### config.mk
export PLATFORM = sky130hd
export DESIGN_NAME = linear_interp_resampler_top
export DESIGN_NICKNAME = d
export VERILOG_FILES = /design/src/design/lirs_pkg.sv /design/src/design/lirs_mac.sv /design/src/design/linear_interp_resampler_top.sv
export SDC_FILE = /design/constraint.sdc
export NUM_CORES = 2
export LEC_CHECK = 0
export BUFFER_PORTS_ARGS = -buffer_cell sky130_fd_sc_hd__buf_2
export CORE_MARGIN = 5
export CORE_UTILIZATION = 35
export CTS_BUF_LIST = sky130_fd_sc_hd__clkbuf_2 sky130_fd_sc_hd__clkbuf_4 sky130_fd_sc_hd__clkbuf_8
export CTS_CLUSTER_DIAMETER = 200
export DETAILED_ROUTE_END_ITERATION = 10
export PLACE_DENSITY = 0.54
export SKIP_LAST_GASP = 1
export SYNTH_ARGS = -nofsm -noshare
export SYNTH_HDL_FRONTEND = slang
export SYNTH_SLANG_ARGS = --single-unit
### constraint.sdc
create_clock -name clk -period 8 [get_ports clk]
set_clock_uncertainty 0.05 [all_clocks]
set_input_delay 1.6 -clock clk [delete_from_list [all_inputs] [get_ports clk]]
set_output_delay 1.6 -clock clk [all_outputs]
set_load 0.05 [all_outputs]
### src/design/lirs_pkg.sv
// Types and constants of the linear-interpolation resampler.
`timescale 1ns / 1ps

package lirs_pkg;

  localparam int SAMPLE_BITS = 24;
  localparam int FRAC_BITS   = 16;
  localparam int ONE_Q       = 1 << FRAC_BITS;
  localparam int HALF_Q      = 1 << (FRAC_BITS - 1);
  localparam int STEP_W      = 21;
  localparam int CCNT_W      = 4;
  localparam int CH_W        = 3;
  localparam int POS_W       = 22;
  localparam int CFG_DATA_W  = 21;
  localparam int CFG_INDEX_W = 1;

  localparam logic [CFG_INDEX_W-1:0] CFG_STEP_Q16      = CFG_INDEX_W'(0);
  localparam logic [CFG_INDEX_W-1:0] CFG_CHANNEL_COUNT = CFG_INDEX_W'(1);

  localparam logic [STEP_W-1:0] STEP_RESET   = STEP_W'(65536);
  localparam logic [CCNT_W-1:0] CCOUNT_RESET = CCNT_W'(2);

  typedef struct packed {
    logic signed [SAMPLE_BITS-1:0] sample_in;
    logic [CH_W-1:0]               channel;
    logic                          final_frame;
  } in_item_t;

  typedef struct packed {
    logic signed [SAMPLE_BITS-1:0] sample_out;
    logic [CH_W-1:0]               out_channel;
    logic                          last_of_run;
    logic                          stream_done;
  } out_item_t;

  // Control from the sequencer to the shared multiply unit.
  typedef struct packed {
    logic op_load;
    logic mul_en;
    logic tail;
  } mac_ctl_t;

endpackage

### src/design/lirs_mac.sv
// Shared multiply unit: operand stage, product register, rounding and saturation.
`timescale 1ns / 1ps

module lirs_mac (
  input  logic                                     clk,
  input  lirs_pkg::mac_ctl_t                       ctl,
  input  logic signed [lirs_pkg::SAMPLE_BITS-1:0]  older_sample,
  input  logic signed [lirs_pkg::SAMPLE_BITS-1:0]  newer_sample,
  input  logic [lirs_pkg::FRAC_BITS:0]             frac,
  output logic signed [lirs_pkg::SAMPLE_BITS-1:0]  result
);
  import lirs_pkg::*;

  localparam int OPA_W  = SAMPLE_BITS + 1;
  localparam int PROD_W = SAMPLE_BITS + FRAC_BITS + 3;
  localparam int SHR_W  = PROD_W - FRAC_BITS;
  localparam int SUM_W  = SHR_W + 1;
  localparam logic signed [SUM_W-1:0] SMAX = SUM_W'((1 << (SAMPLE_BITS - 1)) - 1);
  localparam logic signed [SUM_W-1:0] SMIN = -SMAX - SUM_W'(1);

  logic signed [OPA_W-1:0]       op_a_r;
  logic [FRAC_BITS:0]            op_b_r;
  logic signed [SAMPLE_BITS-1:0] base_r;
  logic signed [PROD_W-1:0]      prod_r;

  logic signed [OPA_W-1:0]  diff;
  logic signed [PROD_W-1:0] mul_full;
  logic signed [PROD_W-1:0] rnd;
  logic signed [SHR_W-1:0]  shr;
  logic signed [SUM_W-1:0]  sum;

  assign diff     = OPA_W'(newer_sample) - OPA_W'(older_sample);
  assign mul_full = PROD_W'(op_a_r) * PROD_W'($signed({1'b0, op_b_r}));
  assign rnd      = prod_r + $signed(PROD_W'(HALF_Q));
  assign shr      = rnd[PROD_W-1:FRAC_BITS];
  assign sum      = SUM_W'(base_r) + SUM_W'(shr);

  always_comb begin
    priority if (sum > SMAX) begin
      result = SMAX[SAMPLE_BITS-1:0];
    end else if (sum < SMIN) begin
      result = SMIN[SAMPLE_BITS-1:0];
    end else begin
      result = sum[SAMPLE_BITS-1:0];
    end
  end

  always_ff @(posedge clk) begin
    if (ctl.op_load) begin
      // The tail of a stream scales the last frame alone, with no offset.
      if (ctl.tail) begin
        op_a_r <= OPA_W'(older_sample);
        base_r <= '0;
      end else begin
        op_a_r <= diff;
        base_r <= older_sample;
      end
      op_b_r <= frac;
    end
    if (ctl.mul_en) begin
      prod_r <= mul_full;
    end
  end

endmodule

### src/design/linear_interp_resampler_top.sv
// Top level of the streaming multichannel linear-interpolation resampler.
`timescale 1ns / 1ps

// Usage: samples enter interleaved on the in_ channel, one channel per transfer,
// with the channel index and a final-frame flag. When the sample of the highest
// channel arrives, the frame is complete and the block emits every output
// position that falls between the previous frame and this one, each position
// as one result per channel, on the out_ channel. A sample whose channel is not
// below the channel count is dropped. The last result of a run carries
// last_of_run, and the last result of a stream also carries stream_done.
// Timing: a sample that does not complete a frame is taken without a stall. A
// completed frame holds in_stall high while its results are produced and the
// frame store is updated. The first frame of a stream only primes the store,
// and as a final frame it also emits the tail results. The first result of an
// interpolation run passes the check, operand, multiply and output states
// before it is registered. All products go through one multiplier in lirs_mac.
// A result sits in the output register until it is taken; while the receiver
// stalls, the sequencer waits on that register and nothing is lost. Reset
// (synchronous, active low) clears both frame stores and the position, and
// restores step_q16 to 1.0 and channel_count to 2. Configuration is written
// through cfg_we, cfg_index and cfg_wdata; the user must write it only while
// the block is idle, and the block itself does not enforce this.
module linear_interp_resampler_top #(
  parameter int MAX_CHANNELS = 8,
  parameter int MAX_UPSAMPLE = 4
) (
  input  logic                                clk,
  input  logic                                rst_n,
  input  logic                                in_valid,
  output logic                                in_stall,
  input  lirs_pkg::in_item_t                  in_data,
  output logic                                out_valid,
  input  logic                                out_stall,
  output lirs_pkg::out_item_t                 out_data,
  input  logic                                cfg_we,
  input  logic [lirs_pkg::CFG_INDEX_W-1:0]    cfg_index,
  input  logic [lirs_pkg::CFG_DATA_W-1:0]     cfg_wdata
);
  import lirs_pkg::*;

  localparam int CH_IDX_W = (MAX_CHANNELS > 1) ? $clog2(MAX_CHANNELS) : 1;
  localparam logic [STEP_W-1:0] MIN_STEP = STEP_W'(ONE_Q / MAX_UPSAMPLE);
  localparam logic [CCNT_W-1:0] MAX_CNT  = CCNT_W'(MAX_CHANNELS);
  localparam logic [POS_W-1:0]  POS_ONE  = POS_W'(ONE_Q);
  localparam logic [POS_W-1:0]  POS_TWO  = POS_W'(2 * ONE_Q);

  typedef enum logic [2:0] {
    S_IDLE,
    S_CHECK,
    S_OPS,
    S_MUL,
    S_OUT,
    S_COPY
  } state_t;

  state_t                         state_r;
  logic [STEP_W-1:0]              step_r;
  logic [CCNT_W-1:0]              ccount_r;
  logic signed [SAMPLE_BITS-1:0]  older_r [MAX_CHANNELS];
  logic signed [SAMPLE_BITS-1:0]  newer_r [MAX_CHANNELS];
  logic [POS_W-1:0]               pos_r;
  logic                           have_first_r;
  logic                           fin_r;
  logic                           tail_r;
  logic [CH_IDX_W-1:0]            chan_r;
  logic                           out_valid_r;
  out_item_t                      out_data_r;

  logic [CCNT_W-1:0]              cnt_eff;
  logic [STEP_W-1:0]              step_eff;
  logic                           in_acc;
  logic                           in_ch_ok;
  logic                           frame_done;
  logic [CH_IDX_W-1:0]            last_ch;
  logic                           chan_last;
  logic [POS_W-1:0]               pos_sum;
  logic                           more_pos;
  logic                           run_end;
  logic                           out_free;
  logic                           out_load;
  logic [FRAC_BITS:0]             frac;
  mac_ctl_t                       mac_ctl;
  logic signed [SAMPLE_BITS-1:0]  mac_result;

  // A channel count of zero acts as one; a count above the store depth is capped.
  always_comb begin
    priority if (ccount_r == '0) begin
      cnt_eff = CCNT_W'(1);
    end else if (ccount_r > MAX_CNT) begin
      cnt_eff = MAX_CNT;
    end else begin
      cnt_eff = ccount_r;
    end
  end

  // The step never falls below the deepest supported upsampling.
  assign step_eff   = (step_r < MIN_STEP) ? MIN_STEP : step_r;

  assign in_stall   = (state_r != S_IDLE);
  assign in_acc     = in_valid && !in_stall;
  assign in_ch_ok   = (CCNT_W'(in_data.channel) < cnt_eff);
  assign frame_done = in_ch_ok && (CCNT_W'(in_data.channel) == (cnt_eff - CCNT_W'(1)));

  assign last_ch    = CH_IDX_W'(cnt_eff - CCNT_W'(1));
  assign chan_last  = (chan_r == last_ch);
  assign pos_sum    = pos_r + POS_W'(step_eff);

  // Whether another position follows the current one in this run. During the
  // interpolation of a final frame the tail positions count as well.
  always_comb begin
    if (tail_r) begin
      more_pos = (pos_sum < POS_ONE);
    end else begin
      more_pos = (pos_sum < POS_ONE) || (fin_r && (pos_sum < POS_TWO));
    end
  end
  assign run_end  = chan_last && !more_pos;
  assign out_free = !out_valid_r || !out_stall;
  // The output register takes a new result in this cycle.
  assign out_load = (state_r == S_OUT) && out_free;

  // Interpolation weights the difference by the fraction; the tail weights
  // the last frame by one minus the fraction.
  assign frac = tail_r ? ((FRAC_BITS + 1)'(ONE_Q) - pos_r[FRAC_BITS:0])
                       : {1'b0, pos_r[FRAC_BITS-1:0]};

  assign mac_ctl.op_load = (state_r == S_OPS);
  assign mac_ctl.mul_en  = (state_r == S_MUL);
  assign mac_ctl.tail    = tail_r;

  lirs_mac u_mac (
    .clk          (clk),
    .ctl          (mac_ctl),
    .older_sample (older_r[chan_r]),
    .newer_sample (newer_r[chan_r]),
    .frac         (frac),
    .result       (mac_result)
  );

  always_ff @(posedge clk) begin
    if (!rst_n) begin
      state_r      <= S_IDLE;
      step_r       <= STEP_RESET;
      ccount_r     <= CCOUNT_RESET;
      pos_r        <= '0;
      have_first_r <= 1'b0;
      fin_r        <= 1'b0;
      tail_r       <= 1'b0;
      chan_r       <= '0;
      out_valid_r  <= 1'b0;
      for (int i = 0; i < MAX_CHANNELS; i++) begin
        older_r[i] <= '0;
        newer_r[i] <= '0;
      end
    end else begin
      if (cfg_we) begin
        unique case (cfg_index)
          CFG_STEP_Q16:      step_r   <= cfg_wdata[STEP_W-1:0];
          CFG_CHANNEL_COUNT: ccount_r <= cfg_wdata[CCNT_W-1:0];
          default: ;
        endcase
      end

      if (out_valid_r && !out_stall && !out_load) begin
        out_valid_r <= 1'b0;
      end

      unique case (state_r)
        S_IDLE: begin
          if (in_acc && in_ch_ok) begin
            newer_r[in_data.channel[CH_IDX_W-1:0]] <= in_data.sample_in;
            if (frame_done) begin
              fin_r  <= in_data.final_frame;
              tail_r <= 1'b0;
              chan_r <= '0;
              state_r <= have_first_r ? S_CHECK : S_COPY;
            end
          end
        end
        S_CHECK: begin
          if (pos_r < POS_ONE) begin
            state_r <= S_OPS;
          end else if (!tail_r) begin
            // Interpolation is done; the position moves on by one frame.
            pos_r   <= pos_r - POS_ONE;
            state_r <= S_COPY;
          end else begin
            // The stream is over: start the next one from scratch.
            pos_r        <= '0;
            have_first_r <= 1'b0;
            state_r      <= S_IDLE;
          end
        end
        S_OPS: begin
          state_r <= S_MUL;
        end
        S_MUL: begin
          state_r <= S_OUT;
        end
        S_OUT: begin
          if (out_free) begin
            out_valid_r            <= 1'b1;
            out_data_r.sample_out  <= mac_result;
            out_data_r.out_channel <= CH_W'(chan_r);
            out_data_r.last_of_run <= run_end;
            out_data_r.stream_done <= run_end && fin_r;
            if (chan_last) begin
              chan_r  <= '0;
              pos_r   <= pos_sum;
              state_r <= S_CHECK;
            end else begin
              chan_r  <= chan_r + CH_IDX_W'(1);
              state_r <= S_OPS;
            end
          end
        end
        S_COPY: begin
          for (int i = 0; i < MAX_CHANNELS; i++) begin
            older_r[i] <= newer_r[i];
          end
          have_first_r <= 1'b1;
          if (fin_r) begin
            tail_r  <= 1'b1;
            chan_r  <= '0;
            state_r <= S_CHECK;
          end else begin
            state_r <= S_IDLE;
          end
        end
        default: state_r <= S_IDLE;
      endcase
    end
  end

  assign out_valid = out_valid_r;
  assign out_data  = out_data_r;

endmodule

* Word-level counts from Yosys, hierarchy flattened
Memories as Yosys holds them, arrays and structs flattened. A register that Yosys moved wholly into a read port is not among the register bits. Index checks and enable logic that the tools add are counted.
Word-level totals: memories 2, flip-flop bits (word level) 195, bits of input ports 55, RAM bits 384
Cells by class: mux-type cells 60, magnitude comparators 8, add/sub/neg operators 8, $mul 1, bitwise logic cells 9, equal/unequal tests 14, reductions and logical operators 33
Memories:
- newer_r | depth 8, width 24, rd ports 9, clocked after Yosys merged registers in 1, write ports 8, RTL line linear_interp_resampler_top.sv:60 | logic signed [SAMPLE_BITS-1:0] newer_r [MAX_CHANNELS];
- older_r | depth 8, width 24, rd ports 1, clocked after Yosys merged registers in 1, write ports 8, RTL line linear_interp_resampler_top.sv:59 | logic signed [SAMPLE_BITS-1:0] older_r [MAX_CHANNELS];
Operator list (count):
- 24-bit two-way mux | 10
- 22-bit two-way mux | 4
- 3-bit two-way mux | 16
- 22-bit by 17-bit less-than comparator with 1-bit output, second input constant | 2
- 22-bit case mux with 2 select lines | 1
- 43-bit by 17-bit adder with 43-bit output, second input constant | 1
- 25-bit by 18-bit multiplier with 43-bit output | 1
- 24-bit by 27-bit adder with 28-bit output | 1
- 28-bit by 24-bit greater-than comparator with 1-bit output, second input constant | 1
- 28-bit by 24-bit less-than comparator with 1-bit output, second input constant | 1
- 25-bit two-way mux | 1
- 24-bit by 24-bit subtractor with 25-bit output | 1
- 24-bit OR reduction | 1
- 22-bit by 21-bit adder with 22-bit output | 1
- 22-bit by 18-bit less-than comparator with 1-bit output, second input constant | 1
- 22-bit by 17-bit subtractor with 22-bit output, second input constant | 1
- 21-bit by 15-bit less-than comparator with 1-bit output, second input constant | 1
- 21-bit two-way mux | 1
- 1-bit two-way mux | 19
- 3-bit case mux with 6 select lines | 1
- 17-bit subtractor, first input constant | 1
- 16-bit two-way mux | 1
- 2-bit != test, second input constant | 7
- 3-bit AND reduction | 4
- 25 further kinds | 54

* Longest topological paths before layout
depth in word-level cells 11, mapped depth 25, depth with buffers taken out 24

* Hierarchy
Synthesis repeated with hierarchy kept, for this count alone.
Second synthesis, totals: cells, all modules 3933, area, all modules 43563.0 sq um
Modules (own cells, without submodules):
- linear_interp_resampler_top | cells each 1591, area each 22107.5 sq um, times used 1, sequential area each 13603.0 sq um
- lirs_mac | cells each 2342, area each 21455.6 sq um, times used 1, sequential area each 2822.7 sq um

* Worst setup path before layout
OpenSTA, ideal clock, no wires.
path kind input-to-reg, start point in rst_n, end point mem older_r[0][0], enable pin, stages on the path 4, library setup time 1534 ps, setup slack 866 ps, path buffers 3, arrival time 5550 ps, cell sequence clkbuf_1 > clkbuf_1 > clkbuf_1 > nand2_1
RTL lines:
- start, declared | RTL line linear_interp_resampler_top.sv:28 | input logic rst_n,
- end, declared | RTL line linear_interp_resampler_top.sv:59

* Worst setup path after layout
start point reg u_mac.op_b_r[7], end point reg u_mac.prod_r[31], data pin
Between the ends: cells in the longest elaborated chain, start to end 1
Ends and longest elaborated chain:
- start, declared | RTL line lirs_mac.sv:22 | logic [FRAC_BITS:0] op_b_r;
- start signal, assigned | RTL line lirs_mac.sv:58 | op_b_r <= frac;
- 25-bit by 18-bit multiplier with 43-bit output | RTL line lirs_mac.sv:33 | assign mul_full = PROD_W'(op_a_r) * PROD_W'($signed({1'b0, op_b_r}));
- via u_mac.mul_full[31] | RTL line lirs_mac.sv:27 | logic signed [PROD_W-1:0] mul_full;
- end signal, assigned | RTL line lirs_mac.sv:61 | prod_r <= mul_full;
- end, declared | RTL line lirs_mac.sv:24 | logic signed [PROD_W-1:0] prod_r;
The timed path passes the listed nets, and every way through them passes these cells. A chain may end at the register's enable or synchronous reset.

==> flow_summary.toml <==
[setup_path]
cp_max_fo = 25
critPathKind = "reg -> reg"
cp.required_ns = 8.44
startpoint_type = "flip-flop"
crit_family = "adder cells"
cp_cell_sequence = "and2_1 -> fa_1 -> inv_1 -> fa_1 -> fa_1 -> fa_1 -> inv_1 -> fa_1 -> fa_1 -> ha_1 -> a211oi_1 -> o21ai_0 -> a21oi_1 -> o21ai_0 -> a21oi_1 -> a21oi_1 -> o41a_1 -> a221oi_1 -> xnor2_1"
slowest_stage = "edfxtp_1"
crit_path_end_kind = "flip-flop"
cpPeakStageDelay_ns = 1.04
path_buf_inv = 2
arrival_ns = 7.88
critPathMostFrequentCell = "fa_1"

[synth]
synth.area.top_cells = "edfxtp_1, fa_1, and2_1"
synth_edf_count = 507
synth_top_area_cell = "edfxtp_1"
syn_inst = 3818
synthFlopType = "edfxtp_1"
async_reset_ff_frac = 0
syn_nets = 4471
synth_top_cell_area_share = 0.354
synthDistinctLibCells = 73
synth-seq-cells = 567
yosysSeqAreaShare = 0.382
yosysWarnings = 0
synth_common_cells = "and2_1, inv_1, edfxtp_1"
synth_area_per_cell_um2 = 11.3
yosysMostFrequentCell = "and2_1"
synth_area_mm2 = 0.0430

[clock_tree]
insertion_delay_ns = 0.80
cts.htree.levels = 3
cts.hold.buffers_added = 0
cts_buffer_depth = 3
cts_tree = "done"
cts_setup_buffers = 0
clockRootBuffer = "clkbuf_8"
cts_buffers = 104
cts_resized = 0
path_clk_slew_ns = 0.06
cts.sinks = 567

[flow_run]
maxCapViolCount = 0

[finish]
area_growth_pct = 10.4
final-seq-area_mm2 = 0.0164
multiInputGateArea_mm2 = 0.0240
nFillCells = 11936
nets = 4546
drive_gt1_frac = 0.115
final_core_util = 0.389

[sta]
worst_pin_slew_ns = 1.24
fmax_mhz = 134
rsz0062_at_grt = "no"
final_hold_viol_count = 0
setup_violations = 0
fin_crit_sh = 0.930
finalMaxSlewViolations = 0
post-route-min-period_ns = 7.44
relSlewSlack = 0.169
fin_tns_setup_ns = 0

[placement]
routabilityCongestion = 0.827
port_buffers = 85
dpl.hpwl_um = 79000

[power]
p_per_area_mw_per_mm2 = 187
vdd_drop_max_uv = 149
p_leak_nw = 20.1

[routing]
ant_nets = 0
vias_per_cell = 4.85
drt-pass1-iter-count = 5
route.detailed.drc = 0
drtIter0Drc = 1687
vias = 27187
wl_per_cell_um = 19.8
routed_wirelength_um = 111000

[worst_hold_path]
hold_path_class = "reg -> reg"

[floorplan]
rows = 128
core-area_mm2 = 0.122
die_w_um = 361
num_io_pins = 86
initial_core_util = 0.353
die_h_um = 361
die_area_mm2 = 0.130

[grt]
antenna_found_initial = 11
grt_pass1_wl_um = 172000
grt_max_degree = 85
grt_pass1_vias = 28706
grtUsageTotal = 0.172
overflow = 0

[outcome]
outcome = "complete, no violations"
## per-stage QoR
step | hold WS [ns] | setup WS (ns) | std cells | power (W) | cell area [um^2]
after detailed placement | 0.409 | 0.612 | 5412 | 0.00597 | 45300
final | 0.411 | 0.559 | 5605 | 0.00887 | 47500
after global placement | 0.404 | 0.622 | 5412 | 0.00601 | 45300
after CTS | 0.417 | 0.588 | 5597 | 0.00899 | 47500
after floorplan | 0.388 | 0.866 | 3818 | 0.00530 | 43000
after global routing | 0.437 | 0.193 | 5598 | 0.00944 | 47500
## routing by layer
metal / global-route usage / vias up / wire length [um]
met5: 0 / - / 73
met4: 0.0420 / 10 / 2490
met3: 0.0335 / 162 / 5880
met2: 0.284 / 568 / 53000
met1: 0.235 / 13650 / 49400
li1: - / 12797 / -
## path summary, 6_finish.rpt
check                                     start               end  slack [ns]  depth (start not counted)
worst max register to register  u_mac.op_b_r[7]  u_mac.prod_r[31]        0.56                         19
worst min-delay path                 step_r[13]        step_r[13]        0.41                          2
worst max-delay path            u_mac.op_b_r[7]  u_mac.prod_r[31]        0.56                         19
worst min register to register       step_r[13]        step_r[13]        0.41                          2
## flip-flops by register name, summed over array words and instances (netlist names), named ones only
signal        count
u_mac.base_r     24
step_r           21
newer_r         192
ccount_r          4
out_data         29
u_mac.op_b_r     17
fin_r             1
tail_r            1
u_mac.op_a_r     25
u_mac.prod_r     28
out_valid         1
older_r         192
state_r           3
have_first_r      1
chan_r            3
pos_r            22
## kinds of logic after synthesis
| kind of cell | after synthesis | synth area share |
|---|---|---|
| XOR/XNOR | 136 | 0.0280 |
| multiplexers | 155 | 0.0646 |
| flip-flops | 567 | 0.382 |
| adder cells (fa/ha/maj) | 598 | 0.247 |
| buffers and inverters | 710 | 0.0621 |
| AND/OR/NAND/NOR | 1259 | 0.157 |
| AO/OA/AOI/OAI | 393 | 0.0599 |
## area by class of cell
class	count	area share
antenna	8	0.000421
clock buffer	141	0.0365
clock inverter	44	0.00869
inverter	539	0.0426
multi-input combinational	2541	0.505
sequential	567	0.346
tap	1625	0.0428
timing repair buffer	140	0.0177
## report_power, final
group	switching [W]	leakage (nW)	internal [W]	total (W)
clock network	0.00129	1.12	0.00163	0.00292
registers	0.0000415	5.53	0.00344	0.00348
logic	0.00146	13.5	0.00101	0.00247
## tightest hold or removal path: stages (launching register included)
cell      delay [ns]
dfxtp_1         0.30
nand2_1         0.04
a21boi_0        0.06
## layout by cell type (no fill, tap or decap), types with 13 or more instances in the layout
cell	Yosys	routed
a21boi_0	32	32
a21o_1	34	34
a21oi_1	101	101
and2_1	621	621
and3_1	24	22
buf_2	2	84
buf_4	1	56
clkbuf_4	0	33
clkbuf_8	0	108
clkinv_1	0	23
dfxtp_1	60	56
edfxtp_1	507	507
fa_1	417	417
ha_1	181	181
inv_1	539	539
mux2_2	23	23
mux2i_1	36	36
mux4_2	96	96
nand2_1	335	334
nand2b_1	25	25
nand3_1	37	37
nor2_1	100	99
nor2b_1	36	36
nor3_1	31	29
o211ai_1	13	13
o21a_1	13	13
o21ai_0	83	82
o21bai_1	14	14
xnor2_1	93	93
xor2_1	42	42
Power figures use the tool's default switching activity.
